==> src/hw/rtl/ppba_pkg.sv <==
// Shared types, codes and constants for the packed pixel buffer.
`default_nettype none

package ppba_pkg;

  // Field widths
  localparam int BPP_W    = 6;
  localparam int DIM_W    = 9;
  localparam int STRIDE_W = 11;
  localparam int IDX_W    = 16;
  localparam int COORD_W  = 8;
  localparam int COLOR_W  = 32;
  localparam int AREA_W   = 2 * DIM_W;
  localparam int BITPOS_W = DIM_W + BPP_W;

  // Register port
  localparam int APB_AW = 4;
  localparam int APB_DW = 32;

  // Defaults
  localparam int DEF_MAX_WIDTH  = 256;
  localparam int DEF_MAX_HEIGHT = 256;

  localparam logic [BPP_W-1:0] BPP_RST    = BPP_W'(24);
  localparam logic [DIM_W-1:0] WIDTH_RST  = DIM_W'(256);
  localparam logic [DIM_W-1:0] HEIGHT_RST = DIM_W'(256);

  typedef enum logic [1:0] {
    OP_READ  = 2'd0,
    OP_WRITE = 2'd1,
    OP_XY    = 2'd2,
    OP_FILL  = 2'd3
  } op_e;

  typedef enum logic [1:0] {
    STAT_OK    = 2'd0,
    STAT_RANGE = 2'd1,
    STAT_DEPTH = 2'd2
  } status_e;

  typedef enum logic [1:0] {
    REG_BPP    = 2'd0,
    REG_WIDTH  = 2'd1,
    REG_HEIGHT = 2'd2
  } reg_e;

  typedef enum logic [3:0] {
    S_IDLE,
    S_SIZE,
    S_CHECK,
    S_DIV,
    S_POS,
    S_BYTE,
    S_CAP,
    S_DONE
  } state_e;

  // Effective configuration handed to the datapath
  typedef struct packed {
    logic [BPP_W-1:0]    bpp;
    logic [DIM_W-1:0]    width;
    logic [DIM_W-1:0]    height;
    logic [STRIDE_W-1:0] stride;
  } cfg_t;

  function automatic logic depth_ok(input logic [BPP_W-1:0] bd);
    unique case (bd)
      6'd1, 6'd2, 6'd4, 6'd8, 6'd16, 6'd24, 6'd32: depth_ok = 1'b1;
      default:                                       depth_ok = 1'b0;
    endcase
  endfunction

endpackage

`default_nettype wire

==> src/hw/rtl/ppba_div.sv <==
// Iterative restoring divider: pixel index split into row and column.
`default_nettype none

module ppba_div
  import ppba_pkg::*;
(
  input  wire logic             clk_i,
  input  wire logic             rst_ni,
  input  wire logic             start_i,
  input  wire logic [IDX_W-1:0] dividend_i,
  input  wire logic [DIM_W-1:0] divisor_i,
  output      logic             done_o,
  output      logic [IDX_W-1:0] quotient_o,
  output      logic [DIM_W-1:0] remainder_o
);

  localparam int CNT_W = $clog2(IDX_W + 1);

  logic [CNT_W-1:0] cnt_q, cnt_d;
  logic             done_q, done_d;
  logic [IDX_W-1:0] quo_q, quo_d;
  logic [DIM_W-1:0] rem_q, rem_d;
  logic [DIM_W:0]   rem_sh;
  logic             fits;

  // One quotient bit per cycle
  assign rem_sh = {rem_q, quo_q[IDX_W-1]};
  assign fits   = rem_sh >= {1'b0, divisor_i};

  always_comb begin
    cnt_d  = cnt_q;
    done_d = 1'b0;
    quo_d  = quo_q;
    rem_d  = rem_q;
    if (start_i) begin
      cnt_d = CNT_W'(IDX_W);
      quo_d = dividend_i;
      rem_d = '0;
    end else if (cnt_q != '0) begin
      cnt_d = cnt_q - CNT_W'(1);
      quo_d = {quo_q[IDX_W-2:0], fits};
      rem_d = fits ? DIM_W'(rem_sh - {1'b0, divisor_i}) : rem_sh[DIM_W-1:0];
      done_d = (cnt_q == CNT_W'(1));
    end
  end

  always_ff @(posedge clk_i or negedge rst_ni) begin
    if (!rst_ni) begin
      cnt_q  <= '0;
      done_q <= 1'b0;
    end else begin
      cnt_q  <= cnt_d;
      done_q <= done_d;
    end
  end

  always_ff @(posedge clk_i) begin
    quo_q <= quo_d;
    rem_q <= rem_d;
  end

  assign done_o      = done_q;
  assign quotient_o  = quo_q;
  assign remainder_o = rem_q;

endmodule

`default_nettype wire

==> config.mk <==
export PLATFORM = sky130hd
export DESIGN_NAME = ppba_div
export DESIGN_NICKNAME = d
export VERILOG_FILES = /design/src/hw/rtl/ppba_pkg.sv /design/src/hw/rtl/ppba_div.sv
export SDC_FILE = /design/constraint.sdc
export NUM_CORES = 1
export LEC_CHECK = 0
export BUFFER_PORTS_ARGS = -buffer_cell sky130_fd_sc_hd__buf_2
export CORE_UTILIZATION = 30
export DETAILED_ROUTE_END_ITERATION = 8
export MAX_ROUTING_LAYER = met4
export PLACE_DENSITY = 0.55
export SYNTH_ARGS = -nofsm -noshare
export SYNTH_HDL_FRONTEND = slang
export SYNTH_SLANG_ARGS = --single-unit
==> constraint.sdc <==
create_clock -name clk_i -period 2.85 [get_ports clk_i]
set_input_delay 0.285 -clock clk_i [delete_from_list [all_inputs] [get_ports clk_i]]
set_output_delay 0.285 -clock clk_i [all_outputs]
set_load 0.05 [all_outputs]
== Yosys cells after proc, flatten, opt, wreduce, memory -nomap -nowiden ==
Index checks and enable logic that the tools add are counted.

* Memories kept: 0
* Input bits: 28
* ROM bits: 0
* Register bits: 31
* Bits in latches: 0
* Memory bits (writable): 0

* Eq/ne operators: 1
* Bitwise gates (word level): 0
* Order comparisons: 1
* Muxes and demuxes: 7
* Multipliers: 0
* Shift operators: 0
* $add $sub $neg: 2
* Div/mod/pow operators: 0
* Reductions and logical operators: 2

{| class="wikitable"
|+ Operator list
! kind !! number
|-
| $mux W16 || 2
|-
| $ge A10 B9 Y1 || 1
|-
| $mux W5 || 2
|-
| $mux W9 || 1
|-
| $sub A9 B9 Y9 || 1
|-
| $eq A5 B1 Y1 const B || 1
|-
| $reduce_bool A5 Y1 || 1
|-
| $sub A5 B1 Y5 const B || 1
|-
| $mux W1 || 2
|-
| $reduce_bool A2 Y1 || 1
|}

== Longest topological paths before layout ==
* Depth in word-level cells: 3
* Mapped depth: 10

== Least setup slack after synthesis ==
No wires, ideal clock.

* Path type: register to register
* Start point: register quo_q[15] (netlist: quotient_o[15])
* End point: register rem_q[0] (netlist: remainder_o[0])
* Required time: 2764 ps
* Arrival: 2507 ps
* Clock period less this slack: 2592 ps
* Path slack: 258 ps
* Library setup time: 86 ps
* Cell stages (with the launch flop): 10
* Cells stage by stage: edfxtp_1 -> inv_1 -> ha_1 -> inv_1 -> fa_1 -> a211oi_2 -> o211ai_1 -> a21oi_2 -> mux2_2 -> a211oi_1

* Cells in the longest elaborated chain, start to end: 2

{| class="wikitable"
|+ RTL lines
! item !! line !! RTL
|-
| start, declared || ppba_div.sv:21 || <nowiki>logic [IDX_W-1:0] quo_q, quo_d;</nowiki>
|-
| start signal, assigned || ppba_div.sv:58 || <nowiki>quo_q <= quo_d;</nowiki>
|-
| $sub A9 B9 Y9 or $ge A10 B9 Y1 (tied branches) || ppba_div.sv:42, ppba_div.sv:28 ||
|-
| $mux W9 (*) || ppba_div.sv:42 || <nowiki>rem_d = fits ? DIM_W'(rem_sh - {1'b0, divisor_i}) : rem_sh[DIM_W-1:0];</nowiki>
|-
| end signal, assigned || ppba_div.sv:59 || <nowiki>rem_q <= rem_d;</nowiki>
|-
| end, declared || ppba_div.sv:22 || <nowiki>logic [DIM_W-1:0] rem_q, rem_d;</nowiki>
|}

Every way passes the cells marked *; elsewhere a longest branch is shown, timed or not.
A chain may end at the register's enable or synchronous reset.

== Worst setup path after layout ==
* Start point: register quo_q[15] (netlist: quotient_o[15])
* End point: register rem_q[1] (netlist: remainder_o[1])

The elaborated chain is that of the path after synthesis.

==> impl_metrics.csv <==
group,metric,value,unit
pwr,comb_power_share,0.563,
timing,final.setup_skew,0.00323,ns
grt,grt_antenna_before_repair,0,
clock_tree,tritoncts_num_sinks,31,
yosys,synth-compound-area-share,0.131,
placed_design,place_hpwl,2900,um
clock_tree,cts.path.max_buffers,2,
clock_tree,tritoncts_clock_tree,"built",
timing,highest_clock_frequency_the_design_can_meet,405,MHz
placed_design,gp_routability_congestion,0.774,
grt,grt_max_degree,29,
grt,grt.overflow.total,0,
layout,layout-drive-gt1-share,0.338,
clock_tree,cts_setup_buffers,0,
route,firstDrtPassIters,4,
yosys,synth_xor_xnor_area_share,0.0281,
yosys,largest_family_of_logic_cells_by_synthesized_area,"multiplexers",
pwr,power-per-cell-area,1080,nW/um2
job,drv_cap,0,
yosys,yosys.cell_types.count,40,
timing,setup_viol,0,
layout,syn_to_final_growth,22.3,%
yosys,synth_fa_ha_area_frac,0.0910,
placed_design,io_buffers,53,
pwr,clock_power_share,0.131,
timing,hold_violations,0,
yosys,synth.largest_area_cell,"sky130_fd_sc_hd__edfxtp_1",
pwr,share_of_total_power_in_sequential_cells,0.307,
route,post-route-drc-count,0,
yosys,ys.warnings.count,0,
yosys,synth_largest_type_area_fraction,0.257,
die,core_area,5960,um2
layout,layout.cells.most_common,"sky130_fd_sc_hd__buf_2",
grt,globalRouteMet3Util,0.0494,
die,initial_core_util,0.314,
yosys,main_area_contributors_after_synthesis,"sky130_fd_sc_hd__edfxtp_1 (26%), sky130_fd_sc_hd__dfxtp_1 (9.6%), sky130_fd_sc_hd__mux2_2 (9.6%)",
route,wl_per_cell,12.7,um
pwr,internal-power,0.00128,W
yosys,synth.cell_area,1870,um2
setup_path,worst-path-max-fanout,12,
pwr,ir_worst_vdd,383,uV
die,ioPinCount,54,
die,design.die.area,6550,um2
pwr,power.share.switching,0.481,
clock_tree,clock_tree.root_cell,"sky130_fd_sc_hd__clkbuf_8",
timing,min_period_over_period,0.866,
setup_path,kind_of_capture_point_of_the_worst_setup_path,"register",
timing,worst_slew_margin_rel,0.575,
yosys,synthSimpleGateAreaFrac,0.121,
timing,worst_slew_pin_slew,0.637,ns
die,floorplan.die.width,80.9,um
clock_tree,cts.htree.levels,2,
route,vias,1455,
clock_tree,cts.reportedPaths.clkPinSlew,0.06,ns
layout,antenna-diode-count,0,
route,total_routed_length,3920,um
clock_tree,insertion_delay,0.28,ns
status,status,"completed",
timing,minimum_period_implied_by_the_final_worst_setup_slack,2.47,ns
layout,final_cell_mix,"sky130_fd_sc_hd__buf_2 (53), sky130_fd_sc_hd__nor2_1 (17), sky130_fd_sc_hd__mux2_2 (16), sky130_fd_sc_hd__edfxtp_1 (16), sky130_fd_sc_hd__inv_1 (15)",
yosys,syn_inst,178,
worst_hold_path,timing.hold.worst.class,"in2reg",
clock_tree,clock_buffer_count_from_cts,5,
die,placement_rows,28,
yosys,synth-seq-area-share,0.434,
grt,gr-usage-all-layers,0.134,
route,post_drt_via_cell_ratio,4.71,
grt,grt_use_met2,0.185,
yosys,ys_seq_elements,31,
yosys,synth_mux_area_frac,0.139,
setup_path,worstSetupStartpointType,"register",
timing,rsz0062_at_grt,"no",
grt,number_of_global_route_vias_before_repair,1325,
timing,timing.setup.tns,0,ns
grt,grt.met1_usage,0.187,
timing,finalHoldWorstSlack,0.305,ns
grt,grt_busiest_layer,"met1",
timing,pins_over_their_slew_limit,0,
setup_path,criticalPathCategory,"reg2reg",
pwr,total_leakage_power,1.08,nW
yosys,syn_area_per_cell,10.5,um2
route,first_iter_violations,107,
grt,grt_first_pass_wirelength,6470,um
layout,nets,274,
setup_path,worstPathRequired,2.99,ns
die,die_y,80.9,um
yosys,postSynthNetCount,219,
setup_path,worst-endpoint-arrival,2.61,ns
pwr,p_sw,0.00119,W
route,drtAntennaViolNets,0,
## sequential cells by signal, summed over array words and instances (netlist names)
| name | count |
|---|---|
| done_o | 1 |
| remainder_o | 9 |
| cnt_q | 5 |
| quotient_o | 16 |
## per-layer routing
layer,part of all wire,vias to the layer above
li1,-,752
met3,0.046,4
met5,0,-
met4,0.010,0
met1,0.50,666
met2,0.44,33
## worst max-delay path, cell delays in order, from the launching register on
cell and delay [ns]:
sky130_fd_sc_hd__edfxtp_1 0.39, sky130_fd_sc_hd__inv_1 0.09, sky130_fd_sc_hd__ha_1 0.15, sky130_fd_sc_hd__inv_1 0.05, sky130_fd_sc_hd__fa_1 0.41, sky130_fd_sc_hd__a211oi_2 0.35
sky130_fd_sc_hd__o211ai_1 0.16, sky130_fd_sc_hd__a21oi_2 0.17, sky130_fd_sc_hd__buf_4 0.23, sky130_fd_sc_hd__mux2i_1 0.23, sky130_fd_sc_hd__a211oi_1 0.09
## cells in the mapped netlist (all sizes together)
cell type / instances
a211o: 2
o31ai: 1
a21o: 1
buf: 5
clkbuf: 3
nor3: 2
or4b: 1
xor2: 4
o21ai: 6
dfxtp: 9
nand2: 9
a211oi: 8
nand3: 2
and3b: 1
a311oi: 1
nor2: 17
and2: 2
nand2b: 4
and3: 1
a311o: 1
ha: 12
nor4: 2
a21oi: 10
o211ai: 3
mux2i: 8
a32oi: 1
nor2b: 1
inv: 15
xnor2: 2
dfrtp: 6
mux2: 16
a41o: 1
edfxtp: 16
nand3b: 2
nand4: 2
fa: 1
## cell type report
| class | instances | area [um2] |
|---|---|---|
| Tap cell | 75 | 93.8 |
| Inverter | 15 | 56.3 |
| Clock buffer | 6 | 72.6 |
| Multi-Input combinational cell | 124 | 955 |
| Clock inverter | 2 | 7.51 |
| Sequential cell | 31 | 811 |
| Fill cell | 633 | 3670 |
| Timing Repair Buffer | 56 | 290 |
## cell families (layout without fill, tap and decap cells)
group,count (synthesis),count (layout)
DFF,31,31
AOI/OAI and AO/OA,35,35
xor gates and xnor gates,6,6
adders and majority gates,13,13
and+or+nand+nor,46,46
muxes,24,24
buffers and inverters,23,79
## final timing paths
kind                                        startpoint                           to  slack, ns  depth (start not counted)
max                           quotient_o[15]$_DFFE_PP_  remainder_o[1]$_SDFFE_PP0P_       0.38                         10
min                                      dividend_i[4]      quotient_o[4]$_DFFE_PP_       0.30                          2
max reg2reg                   quotient_o[15]$_DFFE_PP_  remainder_o[1]$_SDFFE_PP0P_       0.38                         10
min reg2reg                remainder_o[7]$_SDFFE_PP0P_  remainder_o[7]$_SDFFE_PP0P_       0.51                          2
max in group asynchronous                       rst_ni         cnt_q[2]$_DFFE_PN0P_       2.34                          2
min in group asynchronous                       rst_ni         cnt_q[4]$_DFFE_PN0P_       0.36                          2
## per-stage QoR
stage	util	cell area (um2)	power [W]	setup WS [ns]	instances
final	0.384	2290	0.00246	0.382	309
after global routing	0.384	2290	0.00266	0.189	309
after CTS	0.384	2290	0.00248	0.380	309
after detailed placement	0.369	2200	0.00215	0.404	300
after global placement	0.369	2200	0.00214	0.505	300
after floorplan	-	1870	0.00187	0.258	178
## timing repair
action,in CTS,in global routing
hold buffers,1,0
endpoints found under the hold margin,6,0
resized for setup,0,0
endpoints found under the setup margin,0,0
## power by group through the flow
| stage | Sequential [W] | Clock, W | Combinational (W) |
|---|---|---|---|
| final | 0.000756 | 0.000322 | 0.00139 |
| after global routing | 0.000779 | 0.000360 | 0.00152 |
| after CTS | 0.000757 | 0.000331 | 0.00139 |
| after detailed placement | 0.000763 | 0 | 0.00138 |
| after global placement | 0.000763 | 0 | 0.00138 |
| after floorplan | 0.00114 | 0 | 0.000733 |
Power figures use the tool's default switching activity.
