==> src/hw/rtl/ppba_pkg.sv <==
// Shared types, codes and constants for the packed pixel buffer.
`default_nettype none

package ppba_pkg;

  // Field widths
  localparam int BPP_W    = 6;
  localparam int DIM_W    = 9;
  localparam int STRIDE_W = 11;
  localparam int IDX_W    = 16;
  localparam int COORD_W  = 8;
  localparam int COLOR_W  = 32;
  localparam int AREA_W   = 2 * DIM_W;
  localparam int BITPOS_W = DIM_W + BPP_W;

  // Register port
  localparam int APB_AW = 4;
  localparam int APB_DW = 32;

  // Defaults
  localparam int DEF_MAX_WIDTH  = 256;
  localparam int DEF_MAX_HEIGHT = 256;

  localparam logic [BPP_W-1:0] BPP_RST    = BPP_W'(24);
  localparam logic [DIM_W-1:0] WIDTH_RST  = DIM_W'(256);
  localparam logic [DIM_W-1:0] HEIGHT_RST = DIM_W'(256);

  typedef enum logic [1:0] {
    OP_READ  = 2'd0,
    OP_WRITE = 2'd1,
    OP_XY    = 2'd2,
    OP_FILL  = 2'd3
  } op_e;

  typedef enum logic [1:0] {
    STAT_OK    = 2'd0,
    STAT_RANGE = 2'd1,
    STAT_DEPTH = 2'd2
  } status_e;

  typedef enum logic [1:0] {
    REG_BPP    = 2'd0,
    REG_WIDTH  = 2'd1,
    REG_HEIGHT = 2'd2
  } reg_e;

  typedef enum logic [3:0] {
    S_IDLE,
    S_SIZE,
    S_CHECK,
    S_DIV,
    S_POS,
    S_BYTE,
    S_CAP,
    S_DONE
  } state_e;

  // Effective configuration handed to the datapath
  typedef struct packed {
    logic [BPP_W-1:0]    bpp;
    logic [DIM_W-1:0]    width;
    logic [DIM_W-1:0]    height;
    logic [STRIDE_W-1:0] stride;
  } cfg_t;

  function automatic logic depth_ok(input logic [BPP_W-1:0] bd);
    unique case (bd)
      6'd1, 6'd2, 6'd4, 6'd8, 6'd16, 6'd24, 6'd32: depth_ok = 1'b1;
      default:                                       depth_ok = 1'b0;
    endcase
  endfunction

endpackage

`default_nettype wire

==> src/hw/rtl/ppba_cfg.sv <==
// Configuration registers on the APB port, size saturation and row stride.
`default_nettype none

module ppba_cfg
  import ppba_pkg::*;
#(
  parameter int MAX_WIDTH  = DEF_MAX_WIDTH,
  parameter int MAX_HEIGHT = DEF_MAX_HEIGHT
) (
  input  wire logic              clk_i,
  input  wire logic              rst_ni,
  input  wire logic              psel,
  input  wire logic              penable,
  input  wire logic              pwrite,
  input  wire logic [APB_AW-1:0] paddr,
  input  wire logic [APB_DW-1:0] pwdata,
  output      logic [APB_DW-1:0] prdata,
  output      logic              pready,
  output      cfg_t              cfg_o
);

  logic [BPP_W-1:0]    bpp_q;
  logic [DIM_W-1:0]    width_q, height_q;
  logic [DIM_W-1:0]    width_eff, height_eff;
  logic [STRIDE_W-1:0] stride_q, stride_d;
  logic [15:0]         bits_sum;
  logic                wr_en;
  reg_e                reg_sel;

  assign pready  = 1'b1;
  assign wr_en   = psel && penable && pwrite;
  assign reg_sel = reg_e'(paddr[3:2]);

  // Register writes; unknown addresses are dropped
  always_ff @(posedge clk_i or negedge rst_ni) begin
    if (!rst_ni) begin
      bpp_q    <= BPP_RST;
      width_q  <= WIDTH_RST;
      height_q <= HEIGHT_RST;
    end else if (wr_en) begin
      unique case (reg_sel)
        REG_BPP:    bpp_q    <= pwdata[BPP_W-1:0];
        REG_WIDTH:  width_q  <= pwdata[DIM_W-1:0];
        REG_HEIGHT: height_q <= pwdata[DIM_W-1:0];
        default:    ;
      endcase
    end
  end

  // Read back
  always_comb begin
    unique case (reg_sel)
      REG_BPP:    prdata = APB_DW'(bpp_q);
      REG_WIDTH:  prdata = APB_DW'(width_q);
      REG_HEIGHT: prdata = APB_DW'(height_q);
      default:    prdata = '0;
    endcase
  end

  // Sizes above the store limits saturate
  assign width_eff  = (32'(width_q) > MAX_WIDTH) ? DIM_W'(MAX_WIDTH) : width_q;
  assign height_eff = (32'(height_q) > MAX_HEIGHT) ? DIM_W'(MAX_HEIGHT) : height_q;

  // Stride: bits per row rounded up to whole 32-bit words, in bytes
  assign bits_sum = 16'(bpp_q * width_eff) + 16'd31;
  assign stride_d = {bits_sum[13:5], 2'b00};

  always_ff @(posedge clk_i or negedge rst_ni) begin
    if (!rst_ni) begin
      stride_q <= '0;
    end else begin
      stride_q <= stride_d;
    end
  end

  assign cfg_o.bpp    = bpp_q;
  assign cfg_o.width  = width_eff;
  assign cfg_o.height = height_eff;
  assign cfg_o.stride = stride_q;

endmodule

`default_nettype wire

==> config.mk <==
export PLATFORM = sky130hd
export DESIGN_NAME = ppba_cfg
export DESIGN_NICKNAME = d
export VERILOG_FILES = /design/src/hw/rtl/ppba_pkg.sv /design/src/hw/rtl/ppba_cfg.sv
export SDC_FILE = /design/constraint.sdc
export NUM_CORES = 1
export LEC_CHECK = 0
export BUFFER_PORTS_ARGS = -buffer_cell sky130_fd_sc_hd__buf_2
export CELL_PAD_IN_SITES_DETAIL_PLACEMENT = 0
export CELL_PAD_IN_SITES_GLOBAL_PLACEMENT = 1
export CORE_ASPECT_RATIO = 1.2
export CORE_MARGIN = 1
export CORE_UTILIZATION = 42
export DETAILED_ROUTE_END_ITERATION = 12
export GPL_ROUTABILITY_DRIVEN = 0
export PLACE_DENSITY_LB_ADDON = 0.25
export SLEW_MARGIN = 20
export SYNTH_ARGS = -nofsm -noshare
export SYNTH_HDL_FRONTEND = slang
export SYNTH_SLANG_ARGS = --single-unit
==> constraint.sdc <==
create_clock -name clk_i -period 8.5 [get_ports clk_i]
set_input_delay 0 -clock clk_i [delete_from_list [all_inputs] [get_ports clk_i]]
set_output_delay 0 -clock clk_i [all_outputs]
set_load 0.01 [all_outputs]
After elaboration in Yosys (flattened, before gate mapping)
Cells that the tools add are included.
W data, S select, Z words.
{"block": "classes", "n_addsub": 1, "n_mux": 3, "order_cmp": 2, "multipliers": 1, "eq_ne": 2, "reduce_logical": 6}
{"op": "$pmux W9 S3", "count": 1}
{"op": "$gt A9 B9 Y1 const B", "count": 2}
{"op": "$mux W9", "count": 2}
{"op": "$add A14 B5 Y14 const B", "count": 1}
{"op": "$mul A6 B9 Y14", "count": 1}
{"op": "$reduce_and A2 Y1", "count": 3}
{"op": "$eq A2 B1 Y1 const B", "count": 1}
{"op": "$eq A2 B2 Y1 const B", "count": 1}
{"op": "$logic_and A1 B1 Y1", "count": 2}
{"op": "$logic_not A2 Y1", "count": 1}
{"block": "word_totals", "output_inout_bits": 68, "word_cells": 19, "in_bits": 41, "ff_bits": 33}

Depth between registers and ports, before layout
Gate-level depths: netlist (run 1).
{"block": "depth", "word_depth": 4, "ltp_mapped": 16, "depth_no_buf": 15}

Least setup slack after synthesis (run 1)
Ideal clock, no wire load.
{"block": "synth_timing", "path_kind": "register -> register", "from": "register width_q[8]", "to": "register stride_q[7]", "stages_incl_launch_ff": 16, "setup_slack_ps": 4114, "synth_period_minus_slack_ps": 4386, "t_arrival_ps": 4258, "path_buffers": 2, "setup_time_ps": 128, "t_required_ps": 8372, "path_cell_list": "dfstp_2 > buf_6 > clkbuf_1 > nor2b_1 > and2_1 > fa_1 > fa_1 > inv_1 > fa_1 > inv_1 > ha_1 > ha_1 > and3_1 > a211oi_2 > a21oi_1 > xor2_1"}
{"item": "from (decl)", "line": "ppba_cfg.sv:23", "rtl": "logic [DIM_W-1:0] width_q, height_q;"}
{"item": "from (signal assigned)", "line": "ppba_cfg.sv:43", "rtl": "REG_WIDTH: width_q <= pwdata[DIM_W-1:0];"}
{"item": "to (signal assigned)", "line": "ppba_cfg.sv:72", "rtl": "stride_q <= stride_d;"}
{"item": "to (decl)", "line": "ppba_cfg.sv:25", "rtl": "logic [STRIDE_W-1:0] stride_q, stride_d;"}

Final worst setup path (run 1)
{"block": "layout_timing", "from": "register width_q[8]", "to": "register stride_q[7]"}
{"block": "layout_via", "elab_chain_cells": 4}
{"item": "$gt A9 B9 Y1", "line": "ppba_cfg.sv:61", "rtl": "assign width_eff = (32'(width_q) > MAX_WIDTH) ? DIM_W'(MAX_WIDTH) : width_q;"}
{"item": "$mux W9 (*)", "line": "ppba_cfg.sv:61"}
{"item": "$mul A6 B9 Y14 (*)", "line": "ppba_cfg.sv:65", "rtl": "assign bits_sum = 16'(bpp_q * width_eff) + 16'd31;"}
{"item": "$add A14 B5 Y14 (*)", "line": "ppba_cfg.sv:65"}
{"item": "net bits_sum[10]", "line": "ppba_cfg.sv:26", "rtl": "logic [15:0] bits_sum;"}
Mark *: on every way through the listed nets, which the timed path passes. The rest lies on a longest branch.
A chain may end at the register's enable or synchronous reset.

==> metrics.cfg, run 1 <==
[outcome]
status=finished, final reports clean

[place]
io_buffer_count=57
hpwl_um=5050

[critical_path]
start_kind=register
cp.required_ns=8.68
worstSetupEndpointType=register
path_class=reg -> reg
rr_worst_depth=13
cp_max_fo=18
critical_path_arrival_ns=4.68

[timing]
rsz0062_at_grt=no
finalMaxSlewViolations=0
timing.final.crit_share=0.530
setup_viol=0
timing.fmax_ghz=0.222
totalNegativeSetupSlack_ns=0
finClkSkew_ns=0.00622
fin_crit_ns=4.51
fin_hold_ws_ns=0.305
slew_headroom=0.504
tightestPinTransition_ns=0.744
hold_violations=0

[cells_and_area]
nFillCells=766
n_antenna_cell=0
drive_gt1_frac=0.253
fin_nets=486
syn_to_final_growth_pct=12.8

[drt]
drcViolationCount=0
routed_wl_um=6300
drtIter0Drc=23
ant_nets=0
wl_per_cell_um=13.2
vias=2299
firstDrtPassIters=4
viasPerCell=4.80

[synthesis]
ys_types=39
ys_warn_count=0
synth.yosys.seq_area_share=0.248
synth_cells=329
yosysTopAreaCell=dfrtp_1
synthTopCellsByArea=dfrtp_1 22%, fa_1 17%, ha_1 11%, mux2_2 7.4%, and2_1 6.5%
synth_top_area_frac=0.217
synth_edf_count=0
synth_top_cells_by_count=35 x and2_1, 30 x ha_1, 29 x dfrtp_1, 29 x fa_1
syn_avg_cell_area_um2=10.2
yosysMostFrequentCell=and2_1
synth-main-ff-cell=dfrtp_1
ys_ff_latch=33
async_flop_share=1.00
syn_area_mm2=0.00334

[die]
die_w_um=83.5
num_rows=35
core_area_mm2=0.00771
start_util=0.434
die_h_um=99.8
die_area_mm2=0.00833
ioPinCount=109

[global_route]
grt_max_degree=34
grt-ovfl-total=0
grt_first_pass_wirelength_um=10900
first_global_vias=2293
grt_use_total=0.164
antenna_found_initial=0

[clock_network]
clk_path_buf_depth=2
cts_htree_levels=2
cts_setup_buffers=0
cts_buffers=5
cts.clk_slew.worst_paths_ns=0.08
insertion_delay_ns=0.29
cts_resized=0
cts-root-buf=clkbuf_8
cts_tree=done
clock-sinks=33
ctsHoldBuffers=10

[hold_path]
hp-class=in -> async

[pwr]
power.internal_mw=0.587
switchingPower_mw=0.483
powerDensity_mw_per_mm2=284
leakagePower_nw=1.97
p_clk_frac=0.120
p_seq_frac=0.244
comb_power_share=0.636
sw_frac_of_total=0.452
vdd_drop_max_uv=133

[run]
drv_cap=0

-- metal layers --
metal  vias to the layer above  track usage  share of wire
li1                       1118            -              -
met1                      1108        0.196           0.43
met2                        65        0.296           0.52
met3                         8       0.0349          0.045
met4                         0       0.0469          0.013
met5                         -            0              0
-- kinds of logic after synthesis --
group                    synth area share
adder cells (fa/ha/maj)             0.286
AO/OA/AOI/OAI                      0.0655
AND/OR/NAND/NOR                     0.154
flip-flops                          0.248
multiplexers                       0.0988
other                             0.00225
XOR/XNOR                           0.0340
buffers and inverters               0.111
-- cell usage in the layout, fill, tap and decap left out --
cell type	synthesis	final
clkinvlp_4	0	1
mux2_1	2	2
clkbuf_8	0	6
nor3b_1	2	2
a21o_1	2	2
or3_1	1	1
buf_2	3	57
conb_1	2	26
a21oi_1	8	8
ha_1	30	30
inv_1	27	27
a22o_1	3	3
o221ai_1	1	1
clkbuf_1	10	1
nand4b_4	1	1
a211oi_2	1	1
o21ai_1	1	1
nand2_1	27	27
dfstp_2	4	4
o21ai_0	6	6
nand3_1	4	4
mux2i_1	6	6
and3_1	1	1
mux2_2	22	22
xor2_1	4	4
o21a_1	1	1
o31ai_2	1	1
fa_1	29	29
dlygate4sd3_1	0	10
a21bo_2	1	1
dfrtp_1	29	29
and2_1	35	35
o22ai_4	1	1
nor2_1	3	3
buf_4	26	2
a21oi_2	1	1
xnor2_1	9	9
nor2b_1	18	18
o31ai_1	1	1
o21bai_1	2	2
-- path summary, 6_finish.rpt --
kind / from / to / slack [ns]
min in group clk_i: paddr[3] / width_q[3] / 0.38
min: rst_ni / stride_q[9] / 0.30
max reg2reg: width_q[8] / stride_q[7] / 3.99
min reg2reg: height_q[4] / height_q[4] / 0.53
max in group asynchronous: rst_ni / bpp_q[2] / 7.72
max: width_q[8] / stride_q[7] / 3.99
-- final cells by class --
cell class,instances,area (µm²),area share
clock buffer,7,86.3,0.0229
clock inverter,1,7.51,0.00199
inverter,27,101,0.0269
multi-input combinational,250,2230,0.592
sequential,33,831,0.220
tap,92,115,0.0305
timing repair buffer,69,400,0.106
-- power by group through the flow --
stage / logic (mW) / registers, mW / clock network (mW)
final: 0.681 / 0.261 / 0.128
after global routing: 0.778 / 0.272 / 0.140
after CTS: 0.697 / 0.262 / 0.133
after detailed placement: 0.686 / 0.265 / 0
after global placement: 0.677 / 0.264 / 0
after floorplan: 0.547 / 0.249 / 0
-- sequential cells by signal, summed over array words and instances (netlist names) --
signal	cells
stride_q	9
width_q	9
bpp_q	6
height_q	9
-- metrics by stage --
| step | setup WS (ns) | instances | power (mW) | instance area, µm² | utilization |
|---|---|---|---|---|---|
| 3_5_place_dp | 3.96 | 461 | 0.951 | 3580 | 0.464 |
| 5_1_grt | 3.74 | 479 | 1.19 | 3770 | 0.490 |
| 2_1_floorplan | 4.11 | 353 | 0.796 | 3430 | - |
| 6_report | 3.99 | 479 | 1.07 | 3770 | 0.490 |
| 3_3_place_gp | 3.97 | 461 | 0.941 | 3580 | 0.464 |
| 4_1_cts | 3.94 | 479 | 1.09 | 3770 | 0.490 |
-- critical path, cell delays in order, from the launching register on --
cell	delay, ns
dfstp_2	0.75
nor2b_1	0.19
and2_1	0.22
fa_1	0.51
fa_1	0.55
inv_1	0.06
fa_1	0.53
inv_1	0.04
ha_1	0.28
ha_1	0.35
and3_1	0.19
a211oi_2	0.43
a21oi_1	0.14
xor2_1	0.16
Power figures use the tool's default switching activity.
==> inputs of run 2 (changes only) <==
--- a/config.mk
+++ b/config.mk
@@ -5,12 +5,13 @@
 export SDC_FILE = /design/constraint.sdc
 export NUM_CORES = 1
 export LEC_CHECK = 0
+export ABC_AREA = 1
 export BUFFER_PORTS_ARGS = -buffer_cell sky130_fd_sc_hd__buf_2
 export CELL_PAD_IN_SITES_DETAIL_PLACEMENT = 0
 export CELL_PAD_IN_SITES_GLOBAL_PLACEMENT = 1
 export CORE_ASPECT_RATIO = 1.2
 export CORE_MARGIN = 1
-export CORE_UTILIZATION = 42
+export CORE_UTILIZATION = 37
 export DETAILED_ROUTE_END_ITERATION = 12
 export GPL_ROUTABILITY_DRIVEN = 0
 export PLACE_DENSITY_LB_ADDON = 0.25
==> constraint.sdc (replaced) <==
create_clock -name clk_i -period 4.2 [get_ports clk_i]
set_input_delay 0 -clock clk_i [delete_from_list [all_inputs] [get_ports clk_i]]
set_output_delay 0 -clock clk_i [all_outputs]
set_load 0.01 [all_outputs]
==> run 2 against run 1 <==
  * The flow now finishes with violations (negative hold slack)
  * Critical path type unchanged
  * Non-clock buffer count up 22
  * Flip-flop and latch count unchanged
  * Count of clock-buffer cells in the layout unchanged
  * Final cell count up 40%
  * Combinational power up 150%
  * Largest cell class unchanged
  * Clock skew up 0.0042 ns
  * Utilization up 0.63 points
  * Via count up 34%
  * Highest routed layer unchanged
==> metrics.cfg, run 2 <==
[outcome]
status=finished, violations left  ; was finished, final reports clean
violations=negative hold slack

[synthesis]
synth-compound-area-share=0.0818  ; was 0.0655
async_flop_share=1.00  ; unchanged
synth.yosys.seq_area_share=0.237  ; was 0.248
synth-main-ff-cell=dfrtp_1  ; unchanged
synth_edf_count=0  ; unchanged
syn_avg_cell_area_um2=7.60  ; was 10.2 µm²
synth_top_cells_by_count=99 x nand2_1, 86 x inv_1, 51 x nor2_1  ; was 35 x and2_1, 30 x ha_1, 29 x dfrtp_1, 29 x fa_1
synthAdderAreaFrac=0.273  ; was 0.286
ys_warn_count=0  ; unchanged
synth_top_family_by_area=adder cells  ; unchanged
synth_xor_area_frac=0.0175  ; was 0.0340
yosysMostFrequentCell=nand2_1  ; was and2_1
syn_area_mm2=0.00350  ; was 0.00334 mm²
yosysTopAreaCell=dfrtp_1  ; unchanged
synth_top_area_frac=0.207  ; was 0.217
synth_cells=461  ; was 329
synthSimpleGateAreaFrac=0.229  ; was 0.154
synthTopCellsByArea=dfrtp_1 21%, fa_1 17%, ha_1 11%, nand2_1 11%, inv_1 9.2%  ; was dfrtp_1 22%, fa_1 17%, ha_1 11%, mux2_2 7.4%, and2_1 6.5%
ys_ff_latch=33  ; unchanged
ys_types=32  ; was 39
muxShareOfSynthArea=0  ; was 0.0988

[global_route]
first_global_vias=3140  ; was 2293
grt.met1_usage=0.207  ; was 0.196
grtUsageMet2=0.359  ; was 0.296
grt_use_total=0.187  ; was 0.164
antenna_found_initial=0  ; unchanged
grt_first_pass_wirelength_um=14400  ; was 10900 µm
top_usage_layer=met2  ; unchanged
grt_max_degree=34  ; unchanged
grtUsageMet3=0.0323  ; was 0.0349
grt-ovfl-total=0  ; unchanged

[cells_and_area]
final_cell_mix=83 x inv_1, 83 x nand2_1, 57 x buf_2, 37 x nor2_1, 29 x dfrtp_1  ; was 57 x buf_2, 35 x and2_1, 30 x ha_1, 29 x fa_1, 29 x dfrtp_1
syn_to_final_growth_pct=29.2  ; was 12.8%
drive_gt1_frac=0.303  ; was 0.253
regArea_um2=831  ; unchanged
n_antenna_cell=0  ; unchanged
top_regs=height_q x9, stride_q x9, width_q x9  ; unchanged
utilization=0.496  ; was 0.490
nFillCells=936  ; was 766
multi_input_comb_area_mm2=0.00256  ; was 0.00223 mm²
fin_nets=651  ; was 486

[hold_path]
hp-class=in -> reg  ; was in -> async

[clock_network]
clk_path_buf_depth=2  ; unchanged
cts_buffers=5  ; unchanged
cts_htree_levels=2  ; unchanged
insertion_delay_ns=0.30  ; was 0.29 ns
cts_tree=done  ; unchanged
cts.clk_slew.worst_paths_ns=0.08  ; about the same
cts-root-buf=clkbuf_8  ; unchanged
clock-sinks=33  ; unchanged

[drt]
routed_wl_um=8800  ; was 6300 µm
vias=3077  ; was 2299
wl_per_cell_um=13.1  ; was 13.2 µm
viasPerCell=4.58  ; was 4.80
drcViolationCount=0  ; unchanged
firstDrtPassIters=4  ; unchanged
ant_nets=0  ; unchanged
drtIter0Drc=123  ; was 23

[timing]
slew_headroom=0.495  ; was 0.504
hold_violations=2  ; was 0
totalNegativeSetupSlack_ns=0  ; unchanged
rsz0062_at_grt=yes  ; was no
finClkSkew_ns=0.0104  ; was 0.00622 ns
finalMaxSlewViolations=0  ; unchanged
fin_crit_ns=4.07  ; was 4.51 ns
timing.fmax_ghz=0.246  ; was 0.222 GHz
fin_hold_ws_ns=-0.00556  ; was 0.305 ns
setup_viol=0  ; unchanged
tightestPinTransition_ns=0.758  ; was 0.744 ns
timing.final.crit_share=0.968  ; was 0.530

[run]
drv_cap=0  ; unchanged

[place]
hpwl_um=7100  ; was 5050 µm
io_buffer_count=57  ; unchanged

[die]
start_util=0.384  ; was 0.434
die_w_um=90.8  ; was 83.5 µm
core_area_mm2=0.00913  ; was 0.00771 mm²
ioPinCount=109  ; unchanged
die_h_um=109  ; was 99.8 µm
num_rows=38  ; was 35
die_area_mm2=0.00986  ; was 0.00833 mm²

[critical_path]
cp_max_fo=4  ; was 18
start_kind=register  ; unchanged
critical_path_arrival_ns=4.26  ; was 4.68 ns
critPathTopFamily=adder cells  ; unchanged
max_stage_delay_ns=0.55  ; was 0.75 ns
path_buf_inv=3  ; was 2
cp.required_ns=4.39  ; was 8.68 ns
cp_slowest_cell=fa_2  ; was dfstp_2
worstSetupEndpointType=register  ; unchanged
cp_cell_sequence=nor4_2 > nand3_1 > buf_4 > nand2_4 > nand3_1 > fa_1 > fa_1 > inv_1 > fa_2 > ha_4 > ha_4 > buf_4 > nand2_2 > o21bai_1 > nand2_1 > nand4_1 > nand2_1  ; was nor2b_1 > and2_1 > fa_1 > fa_1 > inv_1 > fa_1 > inv_1 > ha_1 > ha_1 > and3_1 > a211oi_2 > a21oi_1 > xor2_1
path_class=reg -> reg  ; unchanged

[pwr]
vdd_drop_max_uv=195  ; was 133 µV
power_mw=2.41  ; was 1.07 mW
leakagePower_nw=2.41  ; was 1.97 nW
powerDensity_mw_per_mm2=533  ; was 284 mW/mm²

run 2: changes by cell type after synthesis, sizes merged, moves of 5 or more:
| cell | previous run | this run |
|---|---|---|
| and2 | 35 | 0 |
| buf | 33 | 28 |
| clkbuf | 10 | 5 |
| inv | 27 | 86 |
| mux2 | 24 | 0 |
| mux2i | 6 | 0 |
| nand2 | 27 | 102 |
| nand3 | 4 | 20 |
| nor2 | 3 | 58 |
| nor2b | 18 | 0 |
| o21ai | 7 | 28 |
| xnor2 | 9 | 4 |
run 2: path summary, 6_finish.rpt:
kind	cells past startpoint	endpoint	slack, ns	start
worst max-delay path	17	stride_q[8]	0.13	width_q[2]
worst min-delay path	3	height_q[2]	-0.006	pwdata[2]
worst max register to register	17	stride_q[8]	0.13	width_q[2]
worst min register to register	2	width_q[3]	0.52	width_q[3]
max in group asynchronous	2	width_q[0]	3.40	rst_ni
min in group asynchronous	2	stride_q[10]	0.31	rst_ni
run 2: cell type report:
class,instances,share of cell area
clock inverter,1,0.00166
tap,120,0.0332
sequential,33,0.184
clock buffer,7,0.0191
multi-input combinational,334,0.566
timing repair buffer,91,0.124
inverter,86,0.0719
run 2: logic make-up (layout without fill, tap and decap cells):
kind of cell    after synthesis  in the layout
xor+xnor                      7              7
buf+inv                     119            185
flops                        33             33
simple gates                190            191
compound gates               51             51
fa+ha+maj                    59             59
other cells                   2             26
run 2: layer usage:
layer	vias to the layer above	wire length, µm
li1	1554	-
met1	1435	3680
met2	69	4620
met3	19	275
met4	0	216
met5	-	0
run 2: through the flow:
stage / worst slack (ns) / instances / hold slack (ns) / area [µm²]
after global placement: -0.00847 / 655 / 0.111 / 3990
after floorplan: 0.165 / 485 / -0.296 / 3590
after CTS: 0.00617 / 671 / 0.00289 / 4230
after detailed placement: -0.0648 / 655 / 0.128 / 3990
after global routing: -0.136 / 672 / 0.0302 / 4530
final: 0.133 / 672 / -0.00556 / 4530
run 2: timing repair:
item                                   4_1_cts  5_1_grt
setup buffers                                1        1
cloned                                       1        0
resized for setup                           10       64
pin swaps                                    4       36
hold buffers                                 6        0
endpoints found under the hold margin       39        0
setup endpoints to repair                    4        9
run 2: report_power, final:
part	leakage (nW)	switching, mW	internal (mW)
Clock	0.0445	0.136	0.134
Sequential	0.411	0.0599	0.411
Combinational	1.95	0.919	0.752
run 2: worst reg2reg max path: stages (launching register included):
cell and delay [ns]:
dfrtp_1 0.40, nor4_2 0.28, nand3_1 0.18, buf_4 0.19, nand2_4 0.09, nand3_1 0.09, fa_1 0.48, fa_1 0.54
inv_1 0.05, fa_2 0.55, ha_4 0.20, ha_4 0.30, buf_4 0.13, nand2_2 0.05, o21bai_1 0.16, nand2_1 0.11
nand4_1 0.09, nand2_1 0.06
==> inputs of run 3 (changes only) <==
--- a/config.mk
+++ b/config.mk
@@ -11,7 +11,8 @@
 export CELL_PAD_IN_SITES_GLOBAL_PLACEMENT = 1
 export CORE_ASPECT_RATIO = 1.2
 export CORE_MARGIN = 1
-export CORE_UTILIZATION = 37
+export CORE_UTILIZATION = 38
+export CTS_BUF_LIST = sky130_fd_sc_hd__clkbuf_2 sky130_fd_sc_hd__clkbuf_4 sky130_fd_sc_hd__clkbuf_8
 export DETAILED_ROUTE_END_ITERATION = 12
 export GPL_ROUTABILITY_DRIVEN = 0
 export PLACE_DENSITY_LB_ADDON = 0.25
==> run 3 against run 2 <==
  * The flow now finishes without violations
  * Die area decreased by 2.6%
  * Combinational power rose by 7%
  * Sequential share of layout area fell by 0.72 points
  * Count of clock-buffer cells in the layout is 1 lower
  * Via count is 1.7% higher
  * Hold slack improved by 0.018 ns
  * First-iteration DRC count down 33%
  * Final cell count grew 1.3%
  * Wire length rose by 6.0%
  * Worst setup slack better by 0.011 ns
  * Cell area increased by 4.1%
  * Largest cell class unchanged
  * Highest routed layer unchanged
==> metrics.cfg, run 3 (same netlist as run 2, synthesis figures left out) <==
[outcome]
status=finished, final reports clean  ; was finished, violations left

[critical_path]
max_stage_delay_ns=0.54  ; was 0.55 ns
path_class=reg -> reg  ; unchanged
crit_cells=17  ; unchanged
start_kind=register  ; unchanged
rr_worst_depth=17  ; unchanged
cp_slowest_cell=fa_1  ; was fa_2
cp_cell_sequence=nor4_2 > nand3_1 > nand2_4 > buf_6 > nand3_2 > fa_1 > fa_1 > inv_1 > fa_1 > ha_4 > ha_4 > buf_6 > nand2_2 > o21bai_2 > nand2_2 > nand4_1 > nand2_1  ; was nor4_2 > nand3_1 > buf_4 > nand2_4 > nand3_1 > fa_1 > fa_1 > inv_1 > fa_2 > ha_4 > ha_4 > buf_4 > nand2_2 > o21bai_1 > nand2_1 > nand4_1 > nand2_1
worstSetupEndpointType=register  ; unchanged
path_buf_inv=3  ; unchanged
critical_path_arrival_ns=4.25  ; was 4.26 ns
critPathTopFamily=adder cells  ; unchanged
cp_max_fo=7  ; was 4
cpMostUsedCell=fa_1
cp.required_ns=4.40  ; was 4.39 ns

[timing]
slew_headroom=0.490  ; was 0.495
hold_violations=0  ; was 2
tightestPinTransition_ns=0.765  ; was 0.758 ns
rsz0062_at_grt=yes  ; unchanged
timing.final.crit_share=0.966  ; was 0.968
finalMaxSlewViolations=0  ; unchanged
setup_ws_ns=0.144  ; was 0.133 ns
fin_hold_ws_ns=0.0120  ; was -0.00556 ns
totalNegativeSetupSlack_ns=0  ; unchanged
timing.fmax_ghz=0.247  ; was 0.246 GHz
setup_viol=0  ; unchanged
fin_crit_ns=4.06  ; was 4.07 ns
finClkSkew_ns=0.00247  ; was 0.0104 ns

[cells_and_area]
n_antenna_cell=0  ; unchanged
final_cell_mix=81 x inv_1, 81 x nand2_1, 57 x buf_2, 35 x nor2_1, 32 x buf_4  ; was 83 x inv_1, 83 x nand2_1, 57 x buf_2, 37 x nor2_1, 29 x dfrtp_1
stdcell_area_mm2=0.00471  ; was 0.00453 mm²
utilization=0.524  ; was 0.496
fin_nets=660  ; was 651
top_regs=height_q x9, stride_q x9, width_q x9  ; unchanged
syn_to_final_growth_pct=34.5  ; was 29.2%
drive_gt1_frac=0.333  ; was 0.303
instances_no_fill=681  ; was 672

[clock_network]
cts-root-buf=clkbuf_8  ; unchanged
cts_buffers=5  ; unchanged
clock-sinks=33  ; unchanged
cts_tree=done  ; unchanged
insertion_delay_ns=0.30  ; about the same
cts_htree_levels=2  ; unchanged
clk_path_buf_depth=2  ; unchanged
cts.clk_slew.worst_paths_ns=0.08  ; about the same

[die]
die_h_um=107  ; was 109 µm
ioPinCount=109  ; unchanged
start_util=0.390  ; was 0.384
num_rows=38  ; unchanged
core_area_mm2=0.00899  ; was 0.00913 mm²
die_w_um=89.7  ; was 90.8 µm
die_area_mm2=0.00961  ; was 0.00986 mm²

[hold_path]
hp-class=in -> reg  ; unchanged
min_path_cells=3  ; unchanged

[pwr]
powerDensity_mw_per_mm2=552  ; was 533 mW/mm²
power_mw=2.60  ; was 2.41 mW
vdd_drop_max_uv=256  ; was 195 µV
leakagePower_nw=2.47  ; was 2.41 nW

[place]
place_area_mm2=0.00401  ; was 0.00399 mm²
dp_cells=658  ; was 655
io_buffer_count=57  ; unchanged
dpl_worst_slack_ns=-0.0976  ; was -0.0648 ns
hpwl_um=7170  ; was 7100 µm

[drt]
firstDrtPassIters=4  ; unchanged
drtIter0Drc=83  ; was 123
routed_wl_um=9320  ; was 8800 µm
drcViolationCount=0  ; unchanged
vias=3129  ; was 3077
wl_per_cell_um=13.7  ; was 13.1 µm
viasPerCell=4.59  ; was 4.58
ant_nets=0  ; unchanged

[run]
drv_cap=0  ; unchanged

[global_route]
first_global_vias=3214  ; was 3140
grt_max_degree=34  ; unchanged
grt_first_pass_wirelength_um=15100  ; was 14400 µm
antenna_found_initial=0  ; unchanged
grt-ovfl-total=0  ; unchanged
grt_use_total=0.208  ; was 0.187

==> run 3: changes by cell type in the layout (fill, tap and decap cells not counted), sizes merged <==
cell / delta
bufinv: +1
nand2: -1
dlygate4sd3: +2
clkbuf: -1
buf: +8
==> run 3: report_power, final <==
group | internal (mW) | switching (mW)
clock | 0.193 | 0.143
combinational | 0.819 | 0.968
sequential | 0.411 | 0.0651
total | 1.42 | 1.18
==> run 3: repair_timing <==
item                       in CTS  in global routing
hold endpoints to repair       43                  0
hold buffers                    8                  0
resized for setup              14                 78
pin swaps                       7                 51
setup endpoints to repair       6                  9
setup buffers                   2                  5
==> run 3: final cells by class <==
type / count / area (µm²)
fillers: 851 / 4270
multi-input cells: 333 / 2640
flip-flops and latches: 33 / 831
repair buffers: 101 / 651
inverters: 86 / 323
well taps: 120 / 150
clock buffers: 6 / 82.6
clock inverters: 2 / 37.5
==> run 3: routing by layer <==
| metal | vias up | track usage | share of wire |
|---|---|---|---|
| met4 | 0 | 0.0952 | 0.026 |
| met3 | 19 | 0.0300 | 0.032 |
| met5 | - | 0 | 0 |
| met2 | 75 | 0.377 | 0.53 |
| met1 | 1462 | 0.233 | 0.41 |
| li1 | 1573 | - | - |
==> run 3: tightest hold or removal path, delay by kind of cell <==
family	cells	cell delay, ns
compound gates	1	0.14
buf+inv	2	0.13
==> run 3: worst paths after layout <==
check                            start  slack [ns]      endpoint
setup / recovery            width_q[2]        0.14   stride_q[8]
hold / removal               pwdata[0]        0.01    width_q[0]
setup reg to reg            width_q[2]        0.14   stride_q[8]
hold reg to reg            height_q[8]        0.51   height_q[8]
max in group asynchronous       rst_ni        3.41      bpp_q[0]
min in group asynchronous       rst_ni        0.30  stride_q[10]
